--- config.mk ---
export PLATFORM = sky130hd
export DESIGN_NAME = nec_ir_frame_slot_encoder
export DESIGN_NICKNAME = d
export VERILOG_FILES = /design/src/hw/rtl/necir_pkg.sv /design/src/hw/rtl/necir_ctrl.sv /design/src/hw/rtl/necir_dp.sv /design/src/hw/rtl/nec_ir_frame_slot_encoder.sv
export SDC_FILE = /design/constraint.sdc
export NUM_CORES = 1
export LEC_CHECK = 0
export CAP_MARGIN = 20
export CORE_MARGIN = 5
export CORE_UTILIZATION = 30
export CTS_CLUSTER_SIZE = 12
export DETAILED_ROUTE_END_ITERATION = 10
export DONT_BUFFER_PORTS = 1
export HOLD_SLACK_MARGIN = 0.05
export PLACE_DENSITY = 0.56
export SKIP_CTS_REPAIR_TIMING = 1
export SLEW_MARGIN = 20
export SYNTH_ARGS = -nofsm -noshare
export SYNTH_HDL_FRONTEND = slang
export SYNTH_HIERARCHICAL = 1
export SYNTH_SLANG_ARGS = --single-unit
--- constraint.sdc ---
create_clock -name clk -period 3.7 [get_ports clk]
set_input_delay 0.74 -clock clk [delete_from_list [all_inputs] [get_ports clk]]
set_output_delay 0.74 -clock clk [all_outputs]
set_load 0.1 [all_outputs]
--- src/hw/rtl/necir_pkg.sv ---
// Shared types and constants of the NEC extended frame slot encoder.
package necir_pkg;

	localparam int unsigned PAIR_CNT_W = 6;
	localparam int unsigned DATA_BITS = 32;

	localparam logic [PAIR_CNT_W-1:0] HDR_IDX = 6'd0;
	localparam logic [PAIR_CNT_W-1:0] STOP_IDX = 6'd33;

	localparam logic [4:0] HDR_MARK = 5'd16;
	localparam logic [4:0] UNIT_MARK = 5'd1;
	localparam logic [3:0] HDR_SPACE = 4'd8;
	localparam logic [3:0] ONE_SPACE = 4'd3;
	localparam logic [3:0] UNIT_SPACE = 4'd1;

	typedef struct packed {
		logic [7:0] address_low;
		logic [7:0] address_high;
		logic [7:0] command;
	} req_t;

	typedef struct packed {
		logic [4:0] mark_slots;
		logic [3:0] space_slots;
		logic [5:0] pair_index;
		logic last_pair;
	} pair_t;

	// Commands from the controller to the datapath.
	typedef struct packed {
		logic load;
		logic emit;
	} cmd_t;

	// Status from the datapath to the controller.
	typedef struct packed {
		logic slot_free;
		logic at_stop;
	} stat_t;

	typedef enum logic [1:0] {
		ST_IDLE = 2'b01,
		ST_RUN = 2'b10
	} state_t;

endpackage

--- src/hw/rtl/necir_ctrl.sv ---
// Controller state machine of the NEC extended frame slot encoder.
module necir_ctrl (
	input logic clk,
	input logic arst_n,
	input logic req_valid,
	output logic req_stall,
	input necir_pkg::stat_t stat,
	output necir_pkg::cmd_t cmd,
	output logic busy
);

	necir_pkg::state_t state_q;
	necir_pkg::state_t state_d;
	logic running;
	logic finishing;
	logic can_take;

	assign running = (state_q == necir_pkg::ST_RUN);
	assign finishing = running && stat.slot_free && stat.at_stop;
	// A new frame may enter in the cycle that the stop pair is loaded.
	assign can_take = (state_q == necir_pkg::ST_IDLE) || finishing;

	assign req_stall = !can_take;
	assign cmd.load = req_valid && can_take;
	assign cmd.emit = running && stat.slot_free;
	assign busy = running;

	always_comb begin
		state_d = state_q;
		case (state_q)
			necir_pkg::ST_IDLE: begin
				if (cmd.load) begin
					state_d = necir_pkg::ST_RUN;
				end
			end
			necir_pkg::ST_RUN: begin
				if (finishing && !cmd.load) begin
					state_d = necir_pkg::ST_IDLE;
				end
			end
			default: begin
				state_d = necir_pkg::ST_IDLE;
			end
		endcase
	end

	always_ff @(posedge clk or negedge arst_n) begin
		if (!arst_n) begin
			state_q <= necir_pkg::ST_IDLE;
		end else begin
			state_q <= state_d;
		end
	end

endmodule

--- src/hw/rtl/necir_dp.sv ---
// Datapath of the NEC extended frame slot encoder: data shifter, pair counter, output register.
module necir_dp (
	input logic clk,
	input logic arst_n,
	input necir_pkg::req_t req,
	input necir_pkg::cmd_t cmd,
	output necir_pkg::stat_t stat,
	output logic pair_valid,
	input logic pair_stall,
	output necir_pkg::pair_t pair
);

	logic [necir_pkg::DATA_BITS-1:0] shift_q;
	logic [necir_pkg::PAIR_CNT_W-1:0] cnt_q;
	logic out_valid_q;
	necir_pkg::pair_t out_q;
	necir_pkg::pair_t next_pair;

	assign stat.slot_free = !out_valid_q || !pair_stall;
	assign stat.at_stop = (cnt_q == necir_pkg::STOP_IDX);

	always_comb begin
		next_pair.pair_index = cnt_q;
		next_pair.mark_slots = necir_pkg::UNIT_MARK;
		next_pair.space_slots = shift_q[0] ? necir_pkg::ONE_SPACE : necir_pkg::UNIT_SPACE;
		next_pair.last_pair = 1'b0;
		if (cnt_q == necir_pkg::HDR_IDX) begin
			next_pair.mark_slots = necir_pkg::HDR_MARK;
			next_pair.space_slots = necir_pkg::HDR_SPACE;
		end else if (cnt_q == necir_pkg::STOP_IDX) begin
			next_pair.space_slots = necir_pkg::UNIT_SPACE;
			next_pair.last_pair = 1'b1;
		end
	end

	// The shifter and counter hold no control meaning before a load.
	always_ff @(posedge clk) begin
		if (cmd.load) begin
			shift_q <= {~req.command, req.command, req.address_high, req.address_low};
			cnt_q <= necir_pkg::HDR_IDX;
		end else if (cmd.emit) begin
			cnt_q <= cnt_q + 6'd1;
			if (cnt_q != necir_pkg::HDR_IDX) begin
				shift_q <= {1'b0, shift_q[necir_pkg::DATA_BITS-1:1]};
			end
		end
	end

	always_ff @(posedge clk or negedge arst_n) begin
		if (!arst_n) begin
			out_valid_q <= 1'b0;
		end else if (cmd.emit) begin
			out_valid_q <= 1'b1;
		end else if (!pair_stall) begin
			out_valid_q <= 1'b0;
		end
	end

	always_ff @(posedge clk) begin
		if (cmd.emit) begin
			out_q <= next_pair;
		end
	end

	assign pair_valid = out_valid_q;
	assign pair = out_q;

endmodule

--- src/hw/rtl/nec_ir_frame_slot_encoder.sv ---
// Top level of the NEC extended infrared frame encoder in slot run-length form.

// Each accepted item is one frame request (address low byte, address high byte,
// command byte). The block answers with 34 result items, each one mark/space pair
// counted in 562.5 us slots: a header of 16 mark and 8 space slots, then 32 data
// bits LSB first (address low, address high, command, inverted command), each a
// 1-slot mark with a 3-slot space for a one or a 1-slot space for a zero, and
// finally a stop pair of 1 and 1 slots that carries last_pair. The pair counter
// in the datapath steps once per cycle through the pairs while the output is not
// stalled, and loads each into the output register. A new request is taken in
// the same cycle that the stop pair is loaded, so frames can follow each other
// with no gap, while the stop pair may still wait to be taken. Output stalls
// simply hold the counter; no pair is lost or repeated.
module nec_ir_frame_slot_encoder (
	input logic clk,
	input logic arst_n,
	input logic req_valid,
	output logic req_stall,
	input necir_pkg::req_t req,
	output logic pair_valid,
	input logic pair_stall,
	output necir_pkg::pair_t pair
);

	necir_pkg::cmd_t cmd;
	necir_pkg::stat_t stat;
	logic busy;

	// The controller decides when to take a request and when to emit a pair.
	necir_ctrl u_ctrl (
		.clk(clk),
		.arst_n(arst_n),
		.req_valid(req_valid),
		.req_stall(req_stall),
		.stat(stat),
		.cmd(cmd),
		.busy(busy)
	);

	// The datapath holds the 32 frame bits, the pair counter and the output register.
	necir_dp u_dp (
		.clk(clk),
		.arst_n(arst_n),
		.req(req),
		.cmd(cmd),
		.stat(stat),
		.pair_valid(pair_valid),
		.pair_stall(pair_stall),
		.pair(pair)
	);

	// Only the stop pair may close a frame.
	assert property (@(posedge clk) disable iff (!arst_n)
		(pair_valid && pair.last_pair) |-> (pair.pair_index == necir_pkg::STOP_IDX))
		else $error("last_pair set on a pair other than the stop pair");

	// The header pair always carries the long mark and space.
	assert property (@(posedge clk) disable iff (!arst_n)
		(pair_valid && pair.pair_index == necir_pkg::HDR_IDX) |->
		(pair.mark_slots == necir_pkg::HDR_MARK &&
		pair.space_slots == necir_pkg::HDR_SPACE))
		else $error("header pair has wrong slot counts");

	// Once a request is taken, the encoder is busy and refuses the next one.
	assert property (@(posedge clk) disable iff (!arst_n)
		(req_valid && !req_stall) |=> (busy && req_stall))
		else $error("encoder not busy after taking a request");

	// A taken request always leaves a pair on the output: in the cycle after the
	// request, the header is loaded unless a stalled pair still waits to be taken.
	assert property (@(posedge clk) disable iff (!arst_n)
		(req_valid && !req_stall) |=> ##1 pair_valid)
		else $error("no pair on the output after taking a request");

endmodule
==> flow_summary.ini, run 1 <==
[placement]
dpl.cell_count = 241
dp_worst_setup_slack_ps = 1072
io_buffers = 0
hpwl_um = 2545
gp_congestion = 0.8012

[worst_setup_path]
cp_top_family = compound AO/OA/AOI/OAI gates
cp_max_fo = 26
cp-end-kind = flip-flop
cp_slowest_cell = o21a_2
start_kind = flip-flop
setup.worst_path.class = reg2reg
cp_cell_sequence = ha_1 -> and3_1 -> and4b_1 -> o21a_2 -> buf_4 -> mux2_2
slowest_delay_ps = 540
path_buf_inv = 1
critPathRequiredTime_ps = 3750
critPathArrivalTime_ps = 2650

[logic_synthesis]
synth_edf_count = 44
ys_types = 35
synth_top_area_cell = edfxtp_1
async_flop_share_pct = 5.660
synthTopCellsByArea = edfxtp_1 59%, mux2_2 12%, dfxtp_1 5.4%, mux2i_1 3.6%, dfrtp_1 2.2%
synth-seq-cells = 53
synth.top_cell.area_share_pct = 59.03
yosysSeqAreaShare_pct = 67.80
ys.flop_type = edfxtp_1
mappedNetlistArea_sq_um = 2238
postSynthAreaPerCell_sq_um = 15.65
syn_inst = 143
synth_warnings = 6

[floorplanning]
die-height_um = 96.38
die_area_sq_um = 9289
ioPinCount = 46
placementRows = 31
initial_core_util_pct = 30.86
die_w_um = 96.38
core_region_area_sq_um = 7253

[clock_network]
cts-root-buf = clkbuf_8
clkTransAtPathRegs_ps = 90
clk_latency_ps = 300
cts_tree = yes
htreeDepth = 2
clk_path_buf_depth = 2
clock-sinks = 53
cts-buffers-inserted = 5

[global_route]
grt_pass1_wl_um = 5609
antenna_found_initial = 0
grt_max_degree = 33
grt_usage_pct = 8.099
overflow = 0
first_global_vias = 1157

[layout]
nNetsFinal = 180
final_util_pct = 33.69
stdcell_count = 249
syn2layout_area_growth_pct = 9.167
diodes = 0
drive_above_1_share_pct = 28.00
fillers = 737

[timing]
final_hold_viol_count = 0
period_minus_slack_ps = 2591
setup_ws_ps = 1109
rsz0062_at_grt = no
fin_crit_sh_pct = 70.03
relSlewSlack_pct = 40.29
setup_viol = 0
fin_tns_setup_ps = 0
fin_worst_skew_ps = 10.41
slew_viol_final = 0
fmax_mhz = 385.9
worst_pin_slew_ps = 897.5

[pwr]
powerDensity_nw_per_um2 = 831.8
peakVddDrop_v = 0.0002866
p_leak_nw = 0.8796

[route]
drcViolationCount = 0
vias_per_cell = 4.305
avgRoutedWirePerCell_um = 13.99
antenna_left = 0
routed_wl_um = 3484
drtIter0Drc = 52
first_pass_iters = 3
vias = 1072

[run_status]
status = complete, no violations

[worst_hold_path]
hp-class = in2async

[flow_run]
cap_violations = 0
==> stage by stage <==
stage                     hold WS, ps  area [sq um]  power [mW]
after global placement          444.5          2357       1.718
after global routing            102.3          2444       2.148
after floorplan                 444.4          2250       1.625
final                           136.4          2444       2.033
after CTS                       119.9          2444       2.063
after detailed placement        444.5          2357       1.746
==> final timing paths <==
| kind | cells past startpoint | slack [ps] | start | to |
|---|---|---|---|---|
| worst min-delay path | 0 | 140 | arst_n | u_dp/pair_valid |
| worst max register to register | 6 | 1110 | u_dp/cnt_q[0] | u_dp/shift_q[12] |
| worst max-delay path | 6 | 1110 | u_dp/cnt_q[0] | u_dp/shift_q[12] |
| max in group asynchronous | 0 | 3400 | arst_n | u_ctrl/state_q[0] |
| worst min register to register | 0 | 530 | u_dp/cnt_q[5] | u_dp/pair[6] |
| min in group clk | 1 | 520 | req_valid | u_ctrl/state_q[0] |
==> flip-flops by register name, indices dropped and copies added, names as in the netlist <==
signal,flops
u_dp/pair_valid,1
u_dp/shift_q,32
u_dp/pair,12
u_dp/cnt_q,6
u_ctrl/state_q,2
==> kinds of logic after synthesis <==
family / share of synthesized area [%]
other cells: 0.1675
fa+ha+maj: 1.677
simple gates: 7.044
compound gates: 1.845
mux: 15.65
buf+inv: 4.249
flops: 67.80
xor+xnor: 1.565
==> routing by layer <==
metal / vias to the layer above / wire, um / track usage [%]
met4: 0 / 16 / 2.453
met5: - / 0 / 0
met2: 39 / 1709 / 13.40
met3: 2 / 364 / 5.190
met1: 514 / 1394 / 8.460
li1: 517 / - / -
==> synthesized netlist by cell type, drive strengths merged (2+ instances only) <==
cell    instances
nand2           3
and3b           2
ha              3
xor2            3
nor2            6
nand4           2
mux2i           8
inv            10
buf             9
edfxtp         44
mux2           24
dfrtp           2
and3            2
dfxtp           6
nor2b           2
==> placed cells by master, fill, tap and decap left out, drive strengths merged <==
cell type	instances
nand4	2
buf	5
xor2	3
a22oi	1
dfrtp	2
a21oi	1
dfstp	1
inv	10
nor3b	1
o21a	1
and4b	1
nor3	1
nor2	6
nand2	3
or3	1
and2	1
and3	2
a22o	1
clkbuf	5
mux2i	8
and3b	2
nand2b	1
a21o	1
ha	3
dfxtp	6
xnor2	1
and2b	1
mux2	24
o21ai	1
nand3b	1
conb	4
clkinv	3
edfxtp	44
nor2b	2
==> power breakdown <==
part	internal [mW]	total (mW)	switching (mW)
sequential	0.918	1.15	0.228
clock	0.131	0.309	0.177
combinational	0.226	0.578	0.351
total	1.28	2.03	0.757
==> area by class of cell <==
| cell class | count | area, sq um | area share [%] |
|---|---|---|---|
| flip-flops and latches | 53 | 1518 | 62.11 |
| inverters | 10 | 37.54 | 1.536 |
| clock buffers | 5 | 68.82 | 2.816 |
| repair buffers | 5 | 37.54 | 1.536 |
| well taps | 99 | 123.9 | 5.069 |
| clock inverters | 3 | 17.52 | 0.7168 |
| multi-input cells | 74 | 640.6 | 26.22 |
No activity file was read; power rests on OpenSTA's default activity.
==> run 2, diff against run 1 <==
--- a/config.mk
+++ b/config.mk
@@ -5,6 +5,7 @@
 export SDC_FILE = /design/constraint.sdc
 export NUM_CORES = 1
 export LEC_CHECK = 0
+export ABC_AREA = 1
 export CAP_MARGIN = 20
 export CORE_MARGIN = 5
 export CORE_UTILIZATION = 30
==> constraint.sdc (replaced) <==
create_clock -name clk -period 2.7 [get_ports clk]
set_input_delay 0.54 -clock clk [delete_from_list [all_inputs] [get_ports clk]]
set_output_delay 0.54 -clock clk [all_outputs]
set_load 0.1 [all_outputs]
==> flow_summary.ini, run 2 <==
[logic_synthesis]
yosys-mux-area-fraction_pct = 0
async_flop_share_pct = 5.660
synth_fa_ha_area_share_pct = 1.641
synth-seq-cells = 53
yosys.area_share.simple_pct = 21.61
yosysSeqAreaShare_pct = 66.36
synth-xor-area-share_pct = 0
synth_most_common_cell = nand2_1
mappedNetlistArea_sq_um = 2287
synth_common_cells = 89 x nand2_1, 44 x edfxtp_1, 12 x inv_1
synth_compound_area_share_pct = 4.267
ys.flop_type = edfxtp_1
synth_top_area_cell = edfxtp_1
ys_types = 29
synth.top_cell.area_share_pct = 57.77
synthTopCellsByArea = edfxtp_1 58%, nand2_1 15%, dfxtp_1 5.3%, buf_4 2.6%, dfrtp_1 2.2%
synth_top_family_by_area = simple AND/OR/NAND/NOR gates
syn_inst = 214
synth_warnings = 6
synth_edf_count = 44
postSynthAreaPerCell_sq_um = 10.69

[timing]
fin_tns_setup_ps = 0
hold_ws_ps = 411.5
worst_pin_slew_ps = 904.6
relSlewSlack_pct = 39.82
rsz0062_at_grt = no
final_hold_viol_count = 0
period_minus_slack_ps = 2186
fmax_mhz = 457.4
fin_worst_skew_ps = 6.677
fin_crit_sh_pct = 80.97
setup_viol = 0
slew_viol_final = 0

[flow_run]
cap_violations = 0

[layout]
largest_register_ffs = 32
layout_common_cells = 88 x nand2_1, 44 x edfxtp_1, 12 x inv_1, 8 x nor2_1
syn2layout_area_growth_pct = 9.409
diodes = 0
fillers = 740
layout_commonest_cell = nand2_1
nNetsFinal = 249
top_register = u_dp/shift_q
final_util_pct = 34.14
drive_above_1_share_pct = 12.33

[floorplanning]
ioPinCount = 46
die_w_um = 97.32
core_region_area_sq_um = 7331
initial_core_util_pct = 31.20
placementRows = 31
die-height_um = 97.32
die_area_sq_um = 9470

[clock_network]
clk_latency_ps = 300
clkTransAtPathRegs_ps = 90
clk_path_buf_depth = 2
cts-root-buf = clkbuf_8
clock-sinks = 53
htreeDepth = 2
cts-buffers-inserted = 5
cts_tree = yes

[route]
drcViolationCount = 0
vias = 1380
vias_per_cell = 4.340
drtIter0Drc = 63
first_pass_iters = 4
antenna_left = 0
avgRoutedWirePerCell_um = 12.27
routed_wl_um = 3901

[global_route]
grt_busiest_layer = met2
grt_pass1_wl_um = 6451
grt_usage_pct = 8.374
antenna_found_initial = 0
gr-usage-met2_pct = 13.85
overflow = 0
grt_use_met1_pct = 10.11
grt_max_degree = 44
first_global_vias = 1331
use_met3_pct = 3.230

[worst_setup_path]
start_kind = flip-flop
r2r_start = u_dp/cnt_q[1]
cp_cell_sequence = inv_1 -> ha_1 -> nand2_1 -> nor3_2 -> nand2_2 -> a21oi_2 -> inv_4 -> nand2_4
worst_r2r_path_depth = 8
slowest_delay_ps = 390
cp-end-kind = flip-flop
setup.worst_path.class = reg2reg
timing.rr.end = u_dp/shift_q[10]
critPathArrivalTime_ps = 2140
r2r_slack_ps = 510
cp_slowest_cell = nand2_4
critPathRequiredTime_ps = 2660
cp_max_fo = 43

[pwr]
p_leak_nw = 1.022
fin_total_pwr_mw = 2.958
powerDensity_nw_per_um2 = 1182
sequentialPowerShare_pct = 56.2
switching_share_pct = 40.33
power.switching_mw = 1.193
comb_power_share_pct = 27.8
intPower_mw = 1.765
peakVddDrop_v = 0.0004424
pwr-share-clk_pct = 16.0

[worst_hold_path]
hp-class = in2reg
worstHoldStart = req_valid
min_to = u_ctrl/state_q[1]
hold_path_depth = 2

[placement]
io_buffers = 0
hpwl_um = 2672
gp_congestion = 0.7739

[run_status]
status = complete, no violations
[run 2: power groups by stage]
| stage | combinational [mW] | clock [mW] | sequential, mW |
|---|---|---|---|
| 2_1_floorplan | 0.630 | 0 | 1.71 |
| 3_3_place_gp | 0.820 | 0 | 1.67 |
| 3_5_place_dp | 0.837 | 0 | 1.68 |
| 4_1_cts | 0.839 | 0.496 | 1.67 |
| 5_1_grt | 0.933 | 0.530 | 1.69 |
| 6_report | 0.823 | 0.473 | 1.66 |
[run 2: worst max path at each step]
stage | start | to | slack (ps)
finish | u_dp/cnt_q[1] | u_dp/shift_q[10] | 510
global route | u_dp/cnt_q[3] | u_dp/shift_q[8] | 340
CTS | u_dp/cnt_q[1] | u_dp/shift_q[7] | 470
detailed placement | u_dp/cnt_q[1] | u_dp/shift_q[14] | 500
global placement | u_dp/cnt_q[1] | u_dp/shift_q[15] | 570
floorplan | u_dp/pair_valid | req_stall | 90
[run 2: final cells by class]
type	count	area, sq um	area share [%]
Clock buffer	7	96.34	3.850
Clock inverter	1	5.005	0.2000
Inverter	14	55.05	2.200
Multi-Input combinational cell	139	651.9	26.05
Sequential cell	53	1518	60.65
Tap cell	99	123.9	4.950
Timing Repair Buffer	5	52.55	2.100
[run 2: cells by family after synthesis]
family          count (synthesis)
simple gates                  114
buf+inv                        25
fa+ha+maj                       3
flops                          53
other cells                     1
compound gates                 18
[run 2: critical path: cells and delay by family, from the launching register on]
family	cells	cell delay, ps
DFF	1	350
buffers and inverters	2	300
and+or+nand+nor	4	830
adders and majority gates	1	150
AOI/OAI and AO/OA	1	210
[run 2: stage by stage]
stage	std cells	area, sq um	setup slack (ps)
2_1_floorplan	217	2306	86.79
3_3_place_gp	309	2391	566.1
3_5_place_dp	309	2391	501.4
4_1_cts	317	2492	472.0
5_1_grt	318	2502	337.7
6_report	318	2502	513.7
[run 2: per-layer routing]
metal  wire [um]  share of wire, %
met5           0                 0
met4          34              0.87
met3         240               6.2
met2        1840                47
met1        1786                46
